`config.mk`:
```
export PLATFORM = sky130hd
export DESIGN_NAME = bc_block_texture_decoder_core_flat
export DESIGN_NICKNAME = d
export VERILOG_FILES = /design/src/hdl/bcd_pkg.sv /design/src/hdl/bcd_req_if.sv /design/src/hdl/bcd_rsp_if.sv /design/src/hdl/bcd_csr.sv /design/src/hdl/bcd_front.sv /design/src/hdl/bcd_queue.sv /design/src/hdl/bcd_back.sv /design/src/hdl/bc_block_texture_decoder_core.sv /design/src/flat_wrapper.sv
export VERILOG_INCLUDE_DIRS = /design/src /design/src/hdl
export SDC_FILE = /design/constraint.sdc
export NUM_CORES = 2
export LEC_CHECK = 0
export BUFFER_PORTS_ARGS = -buffer_cell sky130_fd_sc_hd__buf_2
export CAP_MARGIN = 40
export CORE_MARGIN = 2
export CORE_UTILIZATION = 50
export DETAILED_ROUTE_END_ITERATION = 7
export PLACE_DENSITY = 0.67
export SETUP_SLACK_MARGIN = 0.5
export SYNTH_ARGS = -nofsm -noshare
export SYNTH_HDL_FRONTEND = slang
export SYNTH_SLANG_ARGS = --single-unit
```
`constraint.sdc`:
```
create_clock -name clock -period 29.5 [get_ports clock]
set_clock_uncertainty 0.2 [all_clocks]
set_input_delay 1.475 -clock clock [delete_from_list [all_inputs] [get_ports clock]]
set_output_delay 1.475 -clock clock [all_outputs]
set_load 0.01 [all_outputs]
```
`src/hdl/bc_block_texture_decoder_core_macros.svh`:
```
// ---------------------------------------------------------------------------
// bc_block_texture_decoder_core_macros
// Assertion helpers shared by the block texture decoder modules. Each macro
// samples on the rising edge of clock and is disabled while reset is high.
// ---------------------------------------------------------------------------
`ifndef BC_BLOCK_TEXTURE_DECODER_CORE_MACROS_SVH
`define BC_BLOCK_TEXTURE_DECODER_CORE_MACROS_SVH

// property that holds at every edge
`define BCD_ASSERT_ALWAYS(label, prop) \
   label: assert property (@(posedge clock) disable iff (reset) (prop)) \
      else $error("bcd assertion failed");

// consequent in the same cycle as the antecedent
`define BCD_ASSERT_IMPL(label, ante, cons) \
   label: assert property (@(posedge clock) disable iff (reset) (ante) |-> (cons)) \
      else $error("bcd assertion failed");

// consequent in the cycle after the antecedent
`define BCD_ASSERT_NEXT(label, ante, cons) \
   label: assert property (@(posedge clock) disable iff (reset) (ante) |=> (cons)) \
      else $error("bcd assertion failed");

`endif

```
`src/hdl/bcd_pkg.sv`:
```
// ---------------------------------------------------------------------------
// bcd_pkg
// Types, constants and arithmetic helpers of the block texture decoder.
// ---------------------------------------------------------------------------
package bcd_pkg;

   // block geometry
   localparam int NUM_PIX = 16;
   localparam int PIX_W   = 4;

   // block queue between palette front end and pixel back end
   localparam int QDEPTH = 2;
   localparam int QPTR_W = $clog2(QDEPTH);
   localparam int QCNT_W = $clog2(QDEPTH + 1);

   // configuration port
   localparam int CSR_ADDR_W = 3;
   localparam int CSR_DATA_W = 32;
   localparam int CSR_IDX_W  = CSR_ADDR_W - 2;
   localparam logic [CSR_IDX_W-1:0] REG_BC_VARIANT = '0;

   // variant codes as written to the register
   localparam logic [1:0] VARIANT_BC1 = 2'd0;
   localparam logic [1:0] VARIANT_BC2 = 2'd1;
   localparam logic [1:0] VARIANT_BC3 = 2'd2;

   // color channels
   localparam int CH_BLUE  = 0;
   localparam int CH_GREEN = 1;
   localparam int CH_RED   = 2;

   // color index that is transparent black in three-color mode
   localparam logic [1:0] TRANSPARENT_IDX = 2'd3;

   // start of the interpolated alpha indices in the alpha word
   localparam logic [5:0] ALPHA_IDX_BASE = 6'd16;

   // reciprocals for the truncating divisions
   localparam int RECIP3 = 683;
   localparam int SHIFT3 = 11;
   localparam int RECIP5 = 3277;
   localparam int RECIP7 = 2341;
   localparam int SHIFT57 = 14;

   // where the alpha of a pixel comes from
   typedef enum logic [1:0] {
      AMODE_COLOR,
      AMODE_EXPLICIT,
      AMODE_INTERP
   } alpha_mode_type;

   // one decoded block as handed from front end to back end
   typedef struct packed {
      logic [2:0][3:0][7:0] pal;         // channel, color entry
      logic                 trans3;      // entry 3 is transparent black
      logic [7:0][7:0]      apal;        // interpolated alpha palette
      logic [63:0]          alpha_word;  // explicit nibbles or alpha indices
      logic [31:0]          cidx;        // two-bit color indices
      alpha_mode_type       amode;
   } blk_type;

   // rgb565 field widening by bit replication
   function automatic logic [7:0] expand5(input logic [4:0] v);
      return {v, v[4:2]};
   endfunction

   function automatic logic [7:0] expand6(input logic [5:0] v);
      return {v, v[5:4]};
   endfunction

   // x / 3 for x up to 765
   function automatic logic [7:0] div3(input logic [9:0] x);
      logic [19:0] p;
      p = {10'd0, x} * 20'(RECIP3);
      return p[SHIFT3+7:SHIFT3];
   endfunction

   // x / 5 for x up to 1275
   function automatic logic [7:0] div5(input logic [10:0] x);
      logic [22:0] p;
      p = {12'd0, x} * 23'(RECIP5);
      return p[SHIFT57+7:SHIFT57];
   endfunction

   // x / 7 for x up to 1785
   function automatic logic [7:0] div7(input logic [10:0] x);
      logic [22:0] p;
      p = {12'd0, x} * 23'(RECIP7);
      return p[SHIFT57+7:SHIFT57];
   endfunction

endpackage

```
`src/hdl/bcd_req_if.sv`:
```
// ---------------------------------------------------------------------------
// bcd_req_if
// Input channel: one compressed block word pair per handshake.
// ---------------------------------------------------------------------------
interface bcd_req_if;
   logic        valid;
   logic        ready;
   logic [63:0] alpha_word;
   logic [63:0] color_word;

   modport source (output valid, output alpha_word, output color_word, input ready);
   modport sink (input valid, input alpha_word, input color_word, output ready);
endinterface

```
`src/hdl/bcd_rsp_if.sv`:
```
// ---------------------------------------------------------------------------
// bcd_rsp_if
// Result channel: one decoded BGRA8 pixel per handshake.
// ---------------------------------------------------------------------------
interface bcd_rsp_if;
   logic       valid;
   logic       ready;
   logic [3:0] pixel_index;
   logic [7:0] blue;
   logic [7:0] green;
   logic [7:0] red;
   logic [7:0] alpha;
   logic       last_pixel;

   modport source (output valid, output pixel_index, output blue, output green,
                   output red, output alpha, output last_pixel, input ready);
   modport sink (input valid, input pixel_index, input blue, input green,
                 input red, input alpha, input last_pixel, output ready);
endinterface

```
`src/hdl/bcd_csr.sv`:
```
// ---------------------------------------------------------------------------
// bcd_csr
// APB-style configuration register holding the block format.
// ---------------------------------------------------------------------------
module bcd_csr (
   input  logic                             clock,
   input  logic                             reset,
   input  logic                             csr_psel,
   input  logic                             csr_penable,
   input  logic                             csr_pwrite,
   input  logic [bcd_pkg::CSR_ADDR_W-1:0]   csr_paddr,
   input  logic [bcd_pkg::CSR_DATA_W-1:0]   csr_pwdata,
   output logic [bcd_pkg::CSR_DATA_W-1:0]   csr_prdata,
   output logic                             csr_pready,
   output logic [1:0]                       variant
);

   logic [1:0]                       variant_ff;
   logic [1:0]                       variant_in;
   logic [bcd_pkg::CSR_IDX_W-1:0]    reg_idx;
   logic                             wr_en;

   assign reg_idx = csr_paddr[bcd_pkg::CSR_ADDR_W-1:2];
   assign wr_en   = csr_psel && csr_penable && csr_pwrite && csr_pready;

   // register write decode
   always_comb begin
      variant_in = variant_ff;
      if (wr_en && (reg_idx == bcd_pkg::REG_BC_VARIANT)) begin
         variant_in = csr_pwdata[1:0];
      end
   end

   always_ff @(posedge clock) begin
      if (reset) begin
         variant_ff <= bcd_pkg::VARIANT_BC1;
      end else begin
         variant_ff <= variant_in;
      end
   end

   // read back
   always_comb begin
      csr_prdata = '0;
      if (reg_idx == bcd_pkg::REG_BC_VARIANT) begin
         csr_prdata = {{(bcd_pkg::CSR_DATA_W-2){1'b0}}, variant_ff};
      end
   end

   assign csr_pready = 1'b1;
   assign variant    = variant_ff;

endmodule

```
`src/hdl/bcd_front.sv`:
```
// ---------------------------------------------------------------------------
// bcd_front
// Front end: captures a block, classifies its format and builds the color
// and alpha palettes over a two-stage pipeline.
// ---------------------------------------------------------------------------
module bcd_front (
   input  logic              clock,
   input  logic              reset,
   bcd_req_if.sink           req_chan,
   input  logic [1:0]        variant,
   output bcd_pkg::blk_type  blk,
   output logic              blk_valid,
   input  logic              blk_ready
);

   // capture stage
   logic                    s1_valid_ff, s1_valid_in;
   logic [63:0]             s1_aw_ff;
   logic [63:0]             s1_cw_ff;
   bcd_pkg::alpha_mode_type s1_amode_ff, s1_amode_in;

   // sum stage
   logic                    s2_valid_ff, s2_valid_in;
   logic [2:0][7:0]         s2_e0_ff, s2_e0_in;
   logic [2:0][7:0]         s2_e1_ff, s2_e1_in;
   logic [2:0][9:0]         s2_sum2_ff, s2_sum2_in;
   logic [2:0][9:0]         s2_sum3_ff, s2_sum3_in;
   logic                    s2_four_ff, s2_four_in;
   logic [7:0]              s2_a0_ff;
   logic [7:0]              s2_a1_ff;
   logic                    s2_agt_ff, s2_agt_in;
   logic [5:0][10:0]        s2_asum_ff, s2_asum_in;
   logic [63:0]             s2_aw_ff;
   logic [31:0]             s2_cidx_ff;
   bcd_pkg::alpha_mode_type s2_amode_ff;

   logic        req_take;
   logic        s2_load;
   logic        s2_adv;
   logic [15:0] c0;
   logic [15:0] c1;
   logic [7:0]  a0;
   logic [7:0]  a1;

   // pipeline flow
   assign s2_adv         = s2_valid_ff && blk_ready;
   assign s2_load        = s1_valid_ff && (!s2_valid_ff || s2_adv);
   assign req_chan.ready = !s1_valid_ff || s2_load;
   assign req_take       = req_chan.valid && req_chan.ready;

   always_comb begin
      s1_valid_in = s1_valid_ff;
      if (req_take) begin
         s1_valid_in = 1'b1;
      end else if (s2_load) begin
         s1_valid_in = 1'b0;
      end
      s2_valid_in = s2_valid_ff;
      if (s2_load) begin
         s2_valid_in = 1'b1;
      end else if (s2_adv) begin
         s2_valid_in = 1'b0;
      end
   end

   // format classification, unused code decodes as color only
   always_comb begin
      unique case (variant)
         bcd_pkg::VARIANT_BC2: s1_amode_in = bcd_pkg::AMODE_EXPLICIT;
         bcd_pkg::VARIANT_BC3: s1_amode_in = bcd_pkg::AMODE_INTERP;
         default:              s1_amode_in = bcd_pkg::AMODE_COLOR;
      endcase
   end

   // endpoint expansion and palette sums
   assign c0 = s1_cw_ff[15:0];
   assign c1 = s1_cw_ff[31:16];
   assign a0 = s1_aw_ff[7:0];
   assign a1 = s1_aw_ff[15:8];

   always_comb begin
      s2_e0_in[bcd_pkg::CH_BLUE]  = bcd_pkg::expand5(c0[4:0]);
      s2_e0_in[bcd_pkg::CH_GREEN] = bcd_pkg::expand6(c0[10:5]);
      s2_e0_in[bcd_pkg::CH_RED]   = bcd_pkg::expand5(c0[15:11]);
      s2_e1_in[bcd_pkg::CH_BLUE]  = bcd_pkg::expand5(c1[4:0]);
      s2_e1_in[bcd_pkg::CH_GREEN] = bcd_pkg::expand6(c1[10:5]);
      s2_e1_in[bcd_pkg::CH_RED]   = bcd_pkg::expand5(c1[15:11]);
      s2_four_in = (c0 > c1) || (s1_amode_ff != bcd_pkg::AMODE_COLOR);
      for (int ch = 0; ch < 3; ch++) begin
         if (s2_four_in) begin
            s2_sum2_in[ch] = ({2'b00, s2_e0_in[ch]} << 1) + {2'b00, s2_e1_in[ch]};
            s2_sum3_in[ch] = {2'b00, s2_e0_in[ch]} + ({2'b00, s2_e1_in[ch]} << 1);
         end else begin
            s2_sum2_in[ch] = {2'b00, s2_e0_in[ch]} + {2'b00, s2_e1_in[ch]};
            s2_sum3_in[ch] = '0;
         end
      end
   end

   // weighted alpha sums, sevenths or fifths
   always_comb begin
      s2_agt_in = a0 > a1;
      for (int k = 1; k <= 6; k++) begin
         if (s2_agt_in) begin
            s2_asum_in[k-1] = ({3'b000, a0} * 11'(7 - k)) + ({3'b000, a1} * 11'(k));
         end else if (k <= 4) begin
            s2_asum_in[k-1] = ({3'b000, a0} * 11'(5 - k)) + ({3'b000, a1} * 11'(k));
         end else begin
            s2_asum_in[k-1] = '0;
         end
      end
   end

   always_ff @(posedge clock) begin
      if (reset) begin
         s1_valid_ff <= 1'b0;
         s2_valid_ff <= 1'b0;
      end else begin
         s1_valid_ff <= s1_valid_in;
         s2_valid_ff <= s2_valid_in;
      end
   end

   always_ff @(posedge clock) begin
      if (req_take) begin
         s1_aw_ff    <= req_chan.alpha_word;
         s1_cw_ff    <= req_chan.color_word;
         s1_amode_ff <= s1_amode_in;
      end
      if (s2_load) begin
         s2_e0_ff    <= s2_e0_in;
         s2_e1_ff    <= s2_e1_in;
         s2_sum2_ff  <= s2_sum2_in;
         s2_sum3_ff  <= s2_sum3_in;
         s2_four_ff  <= s2_four_in;
         s2_a0_ff    <= a0;
         s2_a1_ff    <= a1;
         s2_agt_ff   <= s2_agt_in;
         s2_asum_ff  <= s2_asum_in;
         s2_aw_ff    <= s1_aw_ff;
         s2_cidx_ff  <= s1_cw_ff[63:32];
         s2_amode_ff <= s1_amode_ff;
      end
   end

   // palette divisions and block assembly
   always_comb begin
      for (int ch = 0; ch < 3; ch++) begin
         blk.pal[ch][0] = s2_e0_ff[ch];
         blk.pal[ch][1] = s2_e1_ff[ch];
         if (s2_four_ff) begin
            blk.pal[ch][2] = bcd_pkg::div3(s2_sum2_ff[ch]);
            blk.pal[ch][3] = bcd_pkg::div3(s2_sum3_ff[ch]);
         end else begin
            blk.pal[ch][2] = s2_sum2_ff[ch][8:1];
            blk.pal[ch][3] = 8'h00;
         end
      end
      blk.trans3  = !s2_four_ff;
      blk.apal[0] = s2_a0_ff;
      blk.apal[1] = s2_a1_ff;
      for (int k = 1; k <= 6; k++) begin
         if (s2_agt_ff) begin
            blk.apal[k+1] = bcd_pkg::div7(s2_asum_ff[k-1]);
         end else if (k <= 4) begin
            blk.apal[k+1] = bcd_pkg::div5(s2_asum_ff[k-1]);
         end else if (k == 5) begin
            blk.apal[k+1] = 8'd0;
         end else begin
            blk.apal[k+1] = 8'd255;
         end
      end
      blk.alpha_word = s2_aw_ff;
      blk.cidx       = s2_cidx_ff;
      blk.amode      = s2_amode_ff;
   end

   assign blk_valid = s2_valid_ff;

endmodule

```
`src/hdl/bcd_queue.sv`:
```
// ---------------------------------------------------------------------------
// bcd_queue
// Short block queue that decouples the palette front end from the pixel
// back end.
// ---------------------------------------------------------------------------
`include "bc_block_texture_decoder_core_macros.svh"

module bcd_queue (
   input  logic              clock,
   input  logic              reset,
   input  bcd_pkg::blk_type  in_blk,
   input  logic              in_valid,
   output logic              in_ready,
   output bcd_pkg::blk_type  out_blk,
   output logic              out_valid,
   input  logic              out_pop
);

   bcd_pkg::blk_type                  entry_ff [bcd_pkg::QDEPTH];
   logic [bcd_pkg::QPTR_W-1:0]        wr_ptr_ff, wr_ptr_in;
   logic [bcd_pkg::QPTR_W-1:0]        rd_ptr_ff, rd_ptr_in;
   logic [bcd_pkg::QCNT_W-1:0]        cnt_ff, cnt_in;
   logic                              push;
   logic                              pop;

   assign in_ready  = cnt_ff != bcd_pkg::QCNT_W'(bcd_pkg::QDEPTH);
   assign out_valid = cnt_ff != '0;
   assign push      = in_valid && in_ready;
   assign pop       = out_pop && out_valid;
   assign out_blk   = entry_ff[rd_ptr_ff];

   // pointer and fill count update
   always_comb begin
      wr_ptr_in = wr_ptr_ff;
      rd_ptr_in = rd_ptr_ff;
      cnt_in    = cnt_ff;
      if (push) begin
         wr_ptr_in = (wr_ptr_ff == bcd_pkg::QPTR_W'(bcd_pkg::QDEPTH - 1)) ? '0
                                                                          : wr_ptr_ff + 1'b1;
      end
      if (pop) begin
         rd_ptr_in = (rd_ptr_ff == bcd_pkg::QPTR_W'(bcd_pkg::QDEPTH - 1)) ? '0
                                                                          : rd_ptr_ff + 1'b1;
      end
      if (push && !pop) begin
         cnt_in = cnt_ff + 1'b1;
      end else if (pop && !push) begin
         cnt_in = cnt_ff - 1'b1;
      end
   end

   always_ff @(posedge clock) begin
      if (reset) begin
         wr_ptr_ff <= '0;
         rd_ptr_ff <= '0;
         cnt_ff    <= '0;
      end else begin
         wr_ptr_ff <= wr_ptr_in;
         rd_ptr_ff <= rd_ptr_in;
         cnt_ff    <= cnt_in;
      end
   end

   // entry storage
   always_ff @(posedge clock) begin
      if (push) begin
         entry_ff[wr_ptr_ff] <= in_blk;
      end
   end

   `BCD_ASSERT_ALWAYS(a_cnt_bound, cnt_ff <= bcd_pkg::QCNT_W'(bcd_pkg::QDEPTH))
   `BCD_ASSERT_NEXT(a_cnt_inc, push && !pop, cnt_ff == $past(cnt_ff) + bcd_pkg::QCNT_W'(1))
   `BCD_ASSERT_NEXT(a_cnt_dec, pop && !push, cnt_ff == $past(cnt_ff) - bcd_pkg::QCNT_W'(1))

endmodule

```
`src/hdl/bcd_back.sv`:
```
// ---------------------------------------------------------------------------
// bcd_back
// Back end: walks the sixteen pixels of the queue head block, one a cycle
// when not stalled, holding each in the result register until it is taken.
// ---------------------------------------------------------------------------
`include "bc_block_texture_decoder_core_macros.svh"

module bcd_back (
   input  logic              clock,
   input  logic              reset,
   input  bcd_pkg::blk_type  q_blk,
   input  logic              q_valid,
   output logic              q_pop,
   bcd_rsp_if.source         rsp_chan
);

   logic [bcd_pkg::PIX_W-1:0] pix_cnt_ff, pix_cnt_in;
   logic                      rsp_valid_ff, rsp_valid_in;
   logic [bcd_pkg::PIX_W-1:0] rsp_index_ff;
   logic [7:0]                rsp_blue_ff;
   logic [7:0]                rsp_green_ff;
   logic [7:0]                rsp_red_ff;
   logic [7:0]                rsp_alpha_ff, rsp_alpha_in;
   logic                      rsp_last_ff, rsp_last_in;
   logic                      out_load;
   logic [1:0]                ci;
   logic [3:0]                nib;
   logic [5:0]                abit;
   logic [2:0]                ai;

   assign out_load = q_valid && (!rsp_valid_ff || rsp_chan.ready);
   assign rsp_last_in = pix_cnt_ff == bcd_pkg::PIX_W'(bcd_pkg::NUM_PIX - 1);
   assign q_pop    = out_load && rsp_last_in;

   // index extraction for the current pixel
   assign ci   = q_blk.cidx[{pix_cnt_ff, 1'b0} +: 2];
   assign nib  = q_blk.alpha_word[{pix_cnt_ff, 2'b00} +: 4];
   assign abit = bcd_pkg::ALPHA_IDX_BASE + ({2'b00, pix_cnt_ff} * 6'd3);
   assign ai   = q_blk.alpha_word[abit +: 3];

   // alpha selection by format
   always_comb begin
      unique case (q_blk.amode)
         bcd_pkg::AMODE_EXPLICIT: rsp_alpha_in = {nib, nib};
         bcd_pkg::AMODE_INTERP:   rsp_alpha_in = q_blk.apal[ai];
         default: begin
            rsp_alpha_in = (q_blk.trans3 && (ci == bcd_pkg::TRANSPARENT_IDX)) ? 8'd0
                                                                             : 8'd255;
         end
      endcase
   end

   // sequencer and result register control
   always_comb begin
      pix_cnt_in   = pix_cnt_ff;
      rsp_valid_in = rsp_valid_ff;
      if (out_load) begin
         pix_cnt_in   = pix_cnt_ff + 1'b1;
         rsp_valid_in = 1'b1;
      end else if (rsp_chan.ready) begin
         rsp_valid_in = 1'b0;
      end
   end

   always_ff @(posedge clock) begin
      if (reset) begin
         pix_cnt_ff   <= '0;
         rsp_valid_ff <= 1'b0;
      end else begin
         pix_cnt_ff   <= pix_cnt_in;
         rsp_valid_ff <= rsp_valid_in;
      end
   end

   always_ff @(posedge clock) begin
      if (out_load) begin
         rsp_index_ff <= pix_cnt_ff;
         rsp_blue_ff  <= q_blk.pal[bcd_pkg::CH_BLUE][ci];
         rsp_green_ff <= q_blk.pal[bcd_pkg::CH_GREEN][ci];
         rsp_red_ff   <= q_blk.pal[bcd_pkg::CH_RED][ci];
         rsp_alpha_ff <= rsp_alpha_in;
         rsp_last_ff  <= rsp_last_in;
      end
   end

   assign rsp_chan.valid       = rsp_valid_ff;
   assign rsp_chan.pixel_index = rsp_index_ff;
   assign rsp_chan.blue        = rsp_blue_ff;
   assign rsp_chan.green       = rsp_green_ff;
   assign rsp_chan.red         = rsp_red_ff;
   assign rsp_chan.alpha       = rsp_alpha_ff;
   assign rsp_chan.last_pixel  = rsp_last_ff;

   `BCD_ASSERT_IMPL(a_pix_order, out_load && rsp_valid_ff, pix_cnt_ff == rsp_index_ff + 4'd1)
   `BCD_ASSERT_NEXT(a_pop_last, q_pop, rsp_valid_ff && rsp_last_ff)
   `BCD_ASSERT_IMPL(a_last_index, rsp_valid_ff && rsp_last_ff,
                    rsp_index_ff == bcd_pkg::PIX_W'(bcd_pkg::NUM_PIX - 1))

endmodule

```
`src/hdl/bc_block_texture_decoder_core.sv`:
```
// ---------------------------------------------------------------------------
// bc_block_texture_decoder_core
// BC1/BC2/BC3 4x4 block decoder producing sixteen BGRA8 pixels per block.
// ---------------------------------------------------------------------------
// Each accepted block (alpha word, color word) yields sixteen pixels in row
// order on the result channel, the sixteenth flagged by last_pixel. The pixel
// sequencer in the back end emits one pixel per cycle while the result channel
// is ready; the front end builds palettes in two stages and parks finished
// blocks in a two-entry queue, so new blocks are taken while earlier pixels
// are still going out. A block passes through the capture stage, the sum
// stage, the queue and the result register. The format register (0 BC1,
// 1 BC2, 2 BC3, 3 decodes as BC1) is sampled when a block is accepted; the
// user must write it only while the decoder is idle (the block does not enforce this).
// ---------------------------------------------------------------------------
module bc_block_texture_decoder_core (
   input  logic                             clock,
   input  logic                             reset,
   bcd_req_if.sink                          req_chan,
   bcd_rsp_if.source                        rsp_chan,
   input  logic                             csr_psel,
   input  logic                             csr_penable,
   input  logic                             csr_pwrite,
   input  logic [bcd_pkg::CSR_ADDR_W-1:0]   csr_paddr,
   input  logic [bcd_pkg::CSR_DATA_W-1:0]   csr_pwdata,
   output logic [bcd_pkg::CSR_DATA_W-1:0]   csr_prdata,
   output logic                             csr_pready
);

   logic [1:0]       variant;
   bcd_pkg::blk_type front_blk;
   logic             front_valid;
   logic             front_ready;
   bcd_pkg::blk_type q_blk;
   logic             q_valid;
   logic             q_pop;

   // configuration register
   bcd_csr u_csr (
      .clock       (clock),
      .reset       (reset),
      .csr_psel    (csr_psel),
      .csr_penable (csr_penable),
      .csr_pwrite  (csr_pwrite),
      .csr_paddr   (csr_paddr),
      .csr_pwdata  (csr_pwdata),
      .csr_prdata  (csr_prdata),
      .csr_pready  (csr_pready),
      .variant     (variant)
   );

   // palette front end
   bcd_front u_front (
      .clock     (clock),
      .reset     (reset),
      .req_chan  (req_chan),
      .variant   (variant),
      .blk       (front_blk),
      .blk_valid (front_valid),
      .blk_ready (front_ready)
   );

   // block queue
   bcd_queue u_queue (
      .clock     (clock),
      .reset     (reset),
      .in_blk    (front_blk),
      .in_valid  (front_valid),
      .in_ready  (front_ready),
      .out_blk   (q_blk),
      .out_valid (q_valid),
      .out_pop   (q_pop)
   );

   // pixel back end
   bcd_back u_back (
      .clock    (clock),
      .reset    (reset),
      .q_blk    (q_blk),
      .q_valid  (q_valid),
      .q_pop    (q_pop),
      .rsp_chan (rsp_chan)
   );

endmodule

```
`src/flat_wrapper.sv`:
```
// flat-port wrapper written by rule: the top's interface ports become plain ports
module bc_block_texture_decoder_core_flat 
  (clock, reset, csr_psel, csr_penable, csr_pwrite, csr_paddr, csr_pwdata, csr_prdata, csr_pready, req_chan_valid, req_chan_alpha_word, req_chan_color_word, req_chan_ready, rsp_chan_valid, rsp_chan_pixel_index, rsp_chan_blue, rsp_chan_green, rsp_chan_red, rsp_chan_alpha, rsp_chan_last_pixel, rsp_chan_ready);
  bcd_req_if req_chan_i ();
  bcd_rsp_if rsp_chan_i ();
  input  logic clock;
  input  logic reset;
  input  logic csr_psel;
  input  logic csr_penable;
  input  logic csr_pwrite;
  input  logic [bcd_pkg::CSR_ADDR_W-1:0] csr_paddr;
  input  logic [bcd_pkg::CSR_DATA_W-1:0] csr_pwdata;
  output logic [bcd_pkg::CSR_DATA_W-1:0] csr_prdata;
  output logic csr_pready;
  input wire logic [$bits(req_chan_i.valid)-1:0] req_chan_valid;
  input wire logic [$bits(req_chan_i.alpha_word)-1:0] req_chan_alpha_word;
  input wire logic [$bits(req_chan_i.color_word)-1:0] req_chan_color_word;
  output wire logic [$bits(req_chan_i.ready)-1:0] req_chan_ready;
  output wire logic [$bits(rsp_chan_i.valid)-1:0] rsp_chan_valid;
  output wire logic [$bits(rsp_chan_i.pixel_index)-1:0] rsp_chan_pixel_index;
  output wire logic [$bits(rsp_chan_i.blue)-1:0] rsp_chan_blue;
  output wire logic [$bits(rsp_chan_i.green)-1:0] rsp_chan_green;
  output wire logic [$bits(rsp_chan_i.red)-1:0] rsp_chan_red;
  output wire logic [$bits(rsp_chan_i.alpha)-1:0] rsp_chan_alpha;
  output wire logic [$bits(rsp_chan_i.last_pixel)-1:0] rsp_chan_last_pixel;
  input wire logic [$bits(rsp_chan_i.ready)-1:0] rsp_chan_ready;
  assign req_chan_i.valid = req_chan_valid;
  assign req_chan_i.alpha_word = req_chan_alpha_word;
  assign req_chan_i.color_word = req_chan_color_word;
  assign req_chan_ready = req_chan_i.ready;
  assign rsp_chan_valid = rsp_chan_i.valid;
  assign rsp_chan_pixel_index = rsp_chan_i.pixel_index;
  assign rsp_chan_blue = rsp_chan_i.blue;
  assign rsp_chan_green = rsp_chan_i.green;
  assign rsp_chan_red = rsp_chan_i.red;
  assign rsp_chan_alpha = rsp_chan_i.alpha;
  assign rsp_chan_last_pixel = rsp_chan_i.last_pixel;
  assign rsp_chan_i.ready = rsp_chan_ready;
  bc_block_texture_decoder_core u_core (.clock(clock), .reset(reset), .req_chan(req_chan_i), .rsp_chan(rsp_chan_i), .csr_psel(csr_psel), .csr_penable(csr_penable), .csr_pwrite(csr_pwrite), .csr_paddr(csr_paddr), .csr_pwdata(csr_pwdata), .csr_prdata(csr_prdata), .csr_pready(csr_pready));
endmodule
```
Yosys cells after proc, flatten, opt, wreduce, memory -nomap -nowiden
Memories as Yosys holds them, arrays and structs flattened. A register that Yosys moved wholly into a read port is not among the register bits.
Index checks and enable logic that the tools add are counted.
- flip-flop bits (word level): 470
- bits in writable memories: 518
- input bits: 170
- word-level logic and storage cells: 176
- memories kept: 1
- add/subtract/negate cells: 25
- multipliers: 23
- $lt $le $gt $ge: 4
- equal/unequal tests: 7
- shift-type cells: 3
- mux-type cells: 42
- bitwise gates (word level): 1
- reduce and logical (&&, ||, !) cells: 28
- memory list (name ; words ; bits a word ; rd ports ; clocked after Yosys merged registers in ; wr ports ; RTL line ; RTL):
    u_core.u_queue.entry_ff ; 2 ; 259 ; 1 ; 1 ; 1 ; bcd_queue.sv:19 ; bcd_pkg::blk_type entry_ff [bcd_pkg::QDEPTH];
- operator list (cell ; count):
    11-bit by 12-bit multiplier with 22-bit output, second input constant ; 10
    10-bit by 10-bit multiplier with 19-bit output, second input constant ; 6
    8-bit two-way mux ; 11
    64-bit by 7-bit indexed part select with 3-bit output ; 1
    64-bit by 7-bit indexed part select with 4-bit output ; 1
    8-bit binary-select mux with 2-bit select ; 3
    16-bit two-way mux ; 3
    11-bit two-way mux ; 4
    8-bit by 2-bit multiplier with 10-bit output, second input constant ; 4
    32-bit by 6-bit indexed part select with 2-bit output ; 1
    8-bit by 9-bit adder with 10-bit output ; 3
    9-bit by 8-bit adder with 10-bit output ; 3
    10-bit two-way mux ; 3
    8-bit by 8-bit adder with 9-bit output ; 3
    8-bit binary-select mux with 3-bit select ; 1
    10-bit by 10-bit adder with 11-bit output ; 2
    8-bit by 3-bit multiplier with 11-bit output, second input constant ; 2
    16-bit greater-than comparator ; 1
    8-bit one-hot mux with 2 select lines ; 1
    1-bit logical AND ; 12
    1-bit two-way mux ; 12
    2-bit nonzero test ; 6
    10-bit by 8-bit adder with 11-bit output ; 1
    10-bit by 9-bit adder with 11-bit output ; 1
    other kinds (24) ; 38

Depth between registers and ports, before layout
- word-level depth: 8
- gate-level depth with buffers: 23
- depth with buffers taken out: 22

By module
Synthesis repeated with hierarchy kept, for this count alone.
- cell total of the unflattened synthesis: 5581
- area, all modules: 71051.9 um2
- by module, submodules not included (module ; times used ; cells an instance ; area each (um2) ; seq. area each (um2)):
    bcd_front ; 1 ; 4315 ; 45924.0 ; 11571.1
    bcd_queue ; 1 ; 830 ; 19784.0 ; 15655.0
    bcd_back ; 1 ; 392 ; 4991.0 ; 1211.2
    bcd_csr ; 1 ; 44 ; 352.8 ; 40.0

Least setup slack after synthesis
Ideal clock, no wire load.
- path kind: register -> register
- start: register u_core.u_queue.cnt_ff[0] (netlist name)
- end: register u_core.u_front.s2_e0_ff, in the netlist u_core.u_front.blk[165], enable pin
- setup time: 905 ps
- arrival time: 11825 ps
- data required time: 28395 ps
- slack: 16570 ps
- stages on the path, launching flop included: 4
- path buffers: 0
- clock period less this slack: 12930 ps
- cells stage by stage: dfxtp_1 nand2b_1 nor2_1 nor2b_1
- cells in the longest elaborated chain, start to end: 4
- ends and longest elaborated chain (item ; RTL line ; RTL):
    start: declaration ; bcd_queue.sv:22 ; logic [bcd_pkg::QCNT_W-1:0] cnt_ff, cnt_in;
    start signal: assignment ; bcd_queue.sv:60 ; cnt_ff <= cnt_in;
    2-bit != test ; bcd_queue.sv:26 ; assign in_ready = cnt_ff != bcd_pkg::QCNT_W'(bcd_pkg::QDEPTH);
    1-bit logical AND ; bcd_front.sv:46 ; assign s2_adv = s2_valid_ff && blk_ready;
    1-bit logical OR ; bcd_front.sv:47 ; assign s2_load = s1_valid_ff && (!s2_valid_ff || s2_adv);
    1-bit logical AND ; bcd_front.sv:47 ;
    net u_core.u_front.s2_load ; bcd_front.sv:38 ; logic s2_load;
    end signal: assignment ; bcd_front.sv:131 ; s2_e0_ff <= s2_e0_in;
    end: declaration ; bcd_front.sv:24 ; logic [2:0][7:0] s2_e0_ff, s2_e0_in;
The timed path passes the listed nets, and every way through them passes these cells.
A chain may end at the register's enable or synchronous reset.

==> metrics <==
Num CTS Buffers=94; number of synthesized flops with an enable pin=875; Worst-Skew Late Latency=720 ps; Layout Nets=7394; # hold bufs at CTS=0; # Post-CTS Setup Buffers=0; vias in the first global route=41994; sequential area share after synthesis=39.53%; Finished Cell Area=0.07362 mm2; CP most frequent cell=inv_1; mean area per synthesized cell=12.27 um2; CTS Buffer Depth=3; max_slew headroom=34.99%; area growth from synthesis to layout=9.581%; PD cells=84.49 mW/mm2; Vias=40614; num ports=242; CP peak stage delay=580 ps; post-place instance area=0.07033 mm2; Synth area leader=edfxtp_1; main area contributors after synthesis=edfxtp_1 (39%), ha_1 (21%), fa_1 (11%); Hold WC Path Type=reg2reg; critical path depth=20; Synth Register Bits=889; Row Count=134; Remaining DRCs=0; routed length per placed instance=18.92 um; number of gates resized after CTS=0; first-pass GRT wire length=226.9 mm; top_reg_cell synth=edfxtp_1; slew of the pin with the lowest slew margin=975.2 ps; Critical Path Fanout Max=9; violation count after the first detailed-route iteration=2805; WP buf/inv=5; H-tree depth=3; die width=370.6 um; Storage cell area=0.02656 mm2; Critical R2R Capture=u_core.u_queue.entry_ff[0][129]; die area=0.1373 mm2; Hold Crit Depth=0; worst vdd ir=56.71 uV; fin. max-slew vios=0; count of cell types in the netlist=83; Setup TNS Final=0 ps; CTS clk-pin slew, worst paths=60 ps; max cap viols=0; CP max-delay cell=edfxtp_1; final hold violation count=0; initial antenna violation count=15; RSZ-0062 raised after global routing=no; Worst setup EP type=flop; crit path capture=u_core.u_queue.entry_ff[0][129]; area of the multi-input gates=0.03639 mm2; most instantiated library cell after synthesis=ha_1; Max Fclk=0.1554 GHz; Synth Instances=5477; Core ar.=0.1335 mm2; setup slack, reg-to-reg=23060 ps; FFs w/ async S/R, synth=0%; setup violators final=0; proportion of netlist area held by the largest area contributor=39.11%; GRT Total Usage=21.19%; # clock sinks=889; share of layout cells above drive strength 1=9.955%; crit path DAT=6710 ps; Starting Density=50.34%; CP Data Required Time=29780 ps; CTS tree=built; YS warnings=0; reg2reg path depth=20; IO buf count=178; Initial DRT Pass Iterations=6; largest net degree at the start of global routing=156; crit path launch=u_core.u_front.s2_asum_ff[20]; WL final=143.0 mm; clk root buf=clkbuf_16; leak pwr=33.28 nW; Fill cells=11084; Final Cycle Share=21.82%; Final ANT Viol Nets=0; CP Cell Sequence=inv_1 > ha_1 > fa_1 > inv_1 > fa_1 > inv_1 > fa_1 > fa_1 > inv_1 > ha_1 > nand4_1 > inv_1 > a21oi_1 > o311ai_0 > a41o_1 > o41a_1 > and4_1 > a2111oi_0 > xnor2_1 > mux2i_1; chip height=370.6 um; Cell Area, Synth=0.06718 mm2; outcome=finished clean; Detailed Place HPWL=109.4 mm; detailed-route vias per instance=5.374; fin crit period=6436 ps; Crit Path Class=reg2reg; FF-to-FF Start=u_core.u_front.s2_asum_ff[20]; Total Power=6.219 mW; CP top delay family=adder cells; CP startpoint kind=flop; grt total ovfl=0; Post-synth top cells=ha_1 (1152), inv_1 (981), edfxtp_1 (875); Final GP Congestion=0.8864
[flip-flops by register name, summed over array words and instances, names as in the netlist, 2 cells and up, named ones only]
signal / flops
u_core.u_front.s2_a0_ff: 7
u_core.u_front.s2_aw_ff: 50
u_core.u_back.rsp_chan.red: 8
u_core.u_back.rsp_chan.alpha: 8
u_core.u_front.s1_aw_ff: 64
u_core.u_back.pix_cnt_ff: 4
u_core.u_back.rsp_chan.green: 8
u_core.u_front.s2_sum3_ff: 30
u_core.u_front.s2_amode_ff: 2
u_core.u_front.s2_a1_ff: 7
u_core.u_front.s1_amode_ff: 2
u_core.u_queue.entry_ff: 454
u_core.u_front.s2_sum2_ff: 30
u_core.u_front.s2_cidx_ff: 32
u_core.u_back.rsp_chan.blue: 8
u_core.u_back.rsp_chan.pixel_index: 4
u_core.u_queue.cnt_ff: 2
u_core.u_front.s1_cw_ff: 64
u_core.u_csr.variant: 2
u_core.u_front.s2_asum_ff: 62
u_core.u_front.blk: 32
[cell usage in the layout, fill, tap and decap left out, drive strengths merged, types with 15 or more instances in the layout]
| master | n |
|---|---|
| mux2 | 76 |
| o31ai | 15 |
| nor2 | 243 |
| nand2b | 30 |
| nor2b | 55 |
| xor2 | 68 |
| a21oi | 238 |
| and2 | 24 |
| clkbuf | 116 |
| fa | 365 |
| and3 | 25 |
| ha | 1152 |
| xnor2 | 206 |
| o21bai | 52 |
| mux2i | 129 |
| buf | 231 |
| nand2 | 139 |
| nor3 | 83 |
| clkinv | 37 |
| mux4 | 102 |
| edfxtp | 875 |
| inv | 994 |
| nand4 | 21 |
| o21ai | 135 |
| o21a | 25 |
| nand3 | 34 |
| a21o | 69 |
| conb | 31 |
[where the power goes]
| part | total, mW | switching (mW) | internal [mW] |
|---|---|---|---|
| clock | 1.24 | 0.519 | 0.720 |
| combinational | 3.32 | 1.89 | 1.42 |
| sequential | 1.66 | 0.0645 | 1.60 |
[how the worst min path moves through the flow]
stage	from	end	slack [ps]
3_5_place_dp	u_core.u_front.s1_cw_ff[33]	u_core.u_front.s2_cidx_ff[1]	200
6_report	u_core.u_front.s2_cidx_ff[14]	u_core.u_queue.entry_ff[0][16]	200
4_1_cts	u_core.u_front.s2_cidx_ff[14]	u_core.u_queue.entry_ff[0][16]	180
5_1_grt	u_core.u_front.s2_cidx_ff[14]	u_core.u_queue.entry_ff[0][16]	200
3_3_place_gp	u_core.u_front.s1_cw_ff[43]	u_core.u_front.s2_cidx_ff[11]	200
2_1_floorplan	u_core.u_front.s1_aw_ff[16]	u_core.u_front.s2_aw_ff[16]	200
[per-layer routing]
layer  GRT usage (%)  routed length, um  vias to the layer above
met5               0                 84                        -
met4           5.559               3000                       16
met3           3.278               7544                      201
met2           35.32              67980                      879
met1           28.90              64400                    19883
li1                -                  -                    19635
[worst reg2reg max path, delay by kind of cell, from the launching register on]
| family | cells | cell delay, ps |
|---|---|---|
| flip-flops | 1 | 580 |
| AND/OR/NAND/NOR | 2 | 330 |
| AO/OA/AOI/OAI | 5 | 1560 |
| buffers and inverters | 5 | 330 |
| multiplexers | 1 | 290 |
| XOR/XNOR | 1 | 140 |
| adder cells (fa/ha/maj) | 6 | 2780 |
[through the flow]
| step | setup slack [ps] | utilization (%) | instances | hold slack (ps) |
|---|---|---|---|---|
| 3_3_place_gp | 23110 | 52.53 | 7369 | 203.3 |
| 4_1_cts | 23020 | 55.15 | 7552 | 175.0 |
| 3_5_place_dp | 23040 | 52.70 | 7377 | 204.5 |
| 5_1_grt | 22620 | 55.15 | 7554 | 196.5 |
| 2_1_floorplan | 16570 | - | 5506 | 200.3 |
| 6_report | 23060 | 55.16 | 7557 | 196.4 |
[cells by family after synthesis]
group	count (synthesis)	share of synthesized area, %
AOI/OAI and AO/OA	673	6.370
xor gates and xnor gates	274	3.572
adders and majority gates	1517	32.33
buffers and inverters	1115	6.573
DFF	889	39.53
muxes	307	6.681
other	2	0.01118
and+or+nand+nor	700	4.932
[cell type report]
| class | count | area share (%) |
|---|---|---|
| Antenna cell | 3 | 0.01020 |
| Clock buffer | 115 | 3.345 |
| Clock inverter | 60 | 1.095 |
| Inverter | 988 | 5.038 |
| Multi-Input combinational cell | 3502 | 49.44 |
| Sequential cell | 889 | 36.08 |
| Tap cell | 1768 | 3.005 |
| Timing Repair Buffer | 232 | 1.989 |
(Power assumes the default switching activity.)
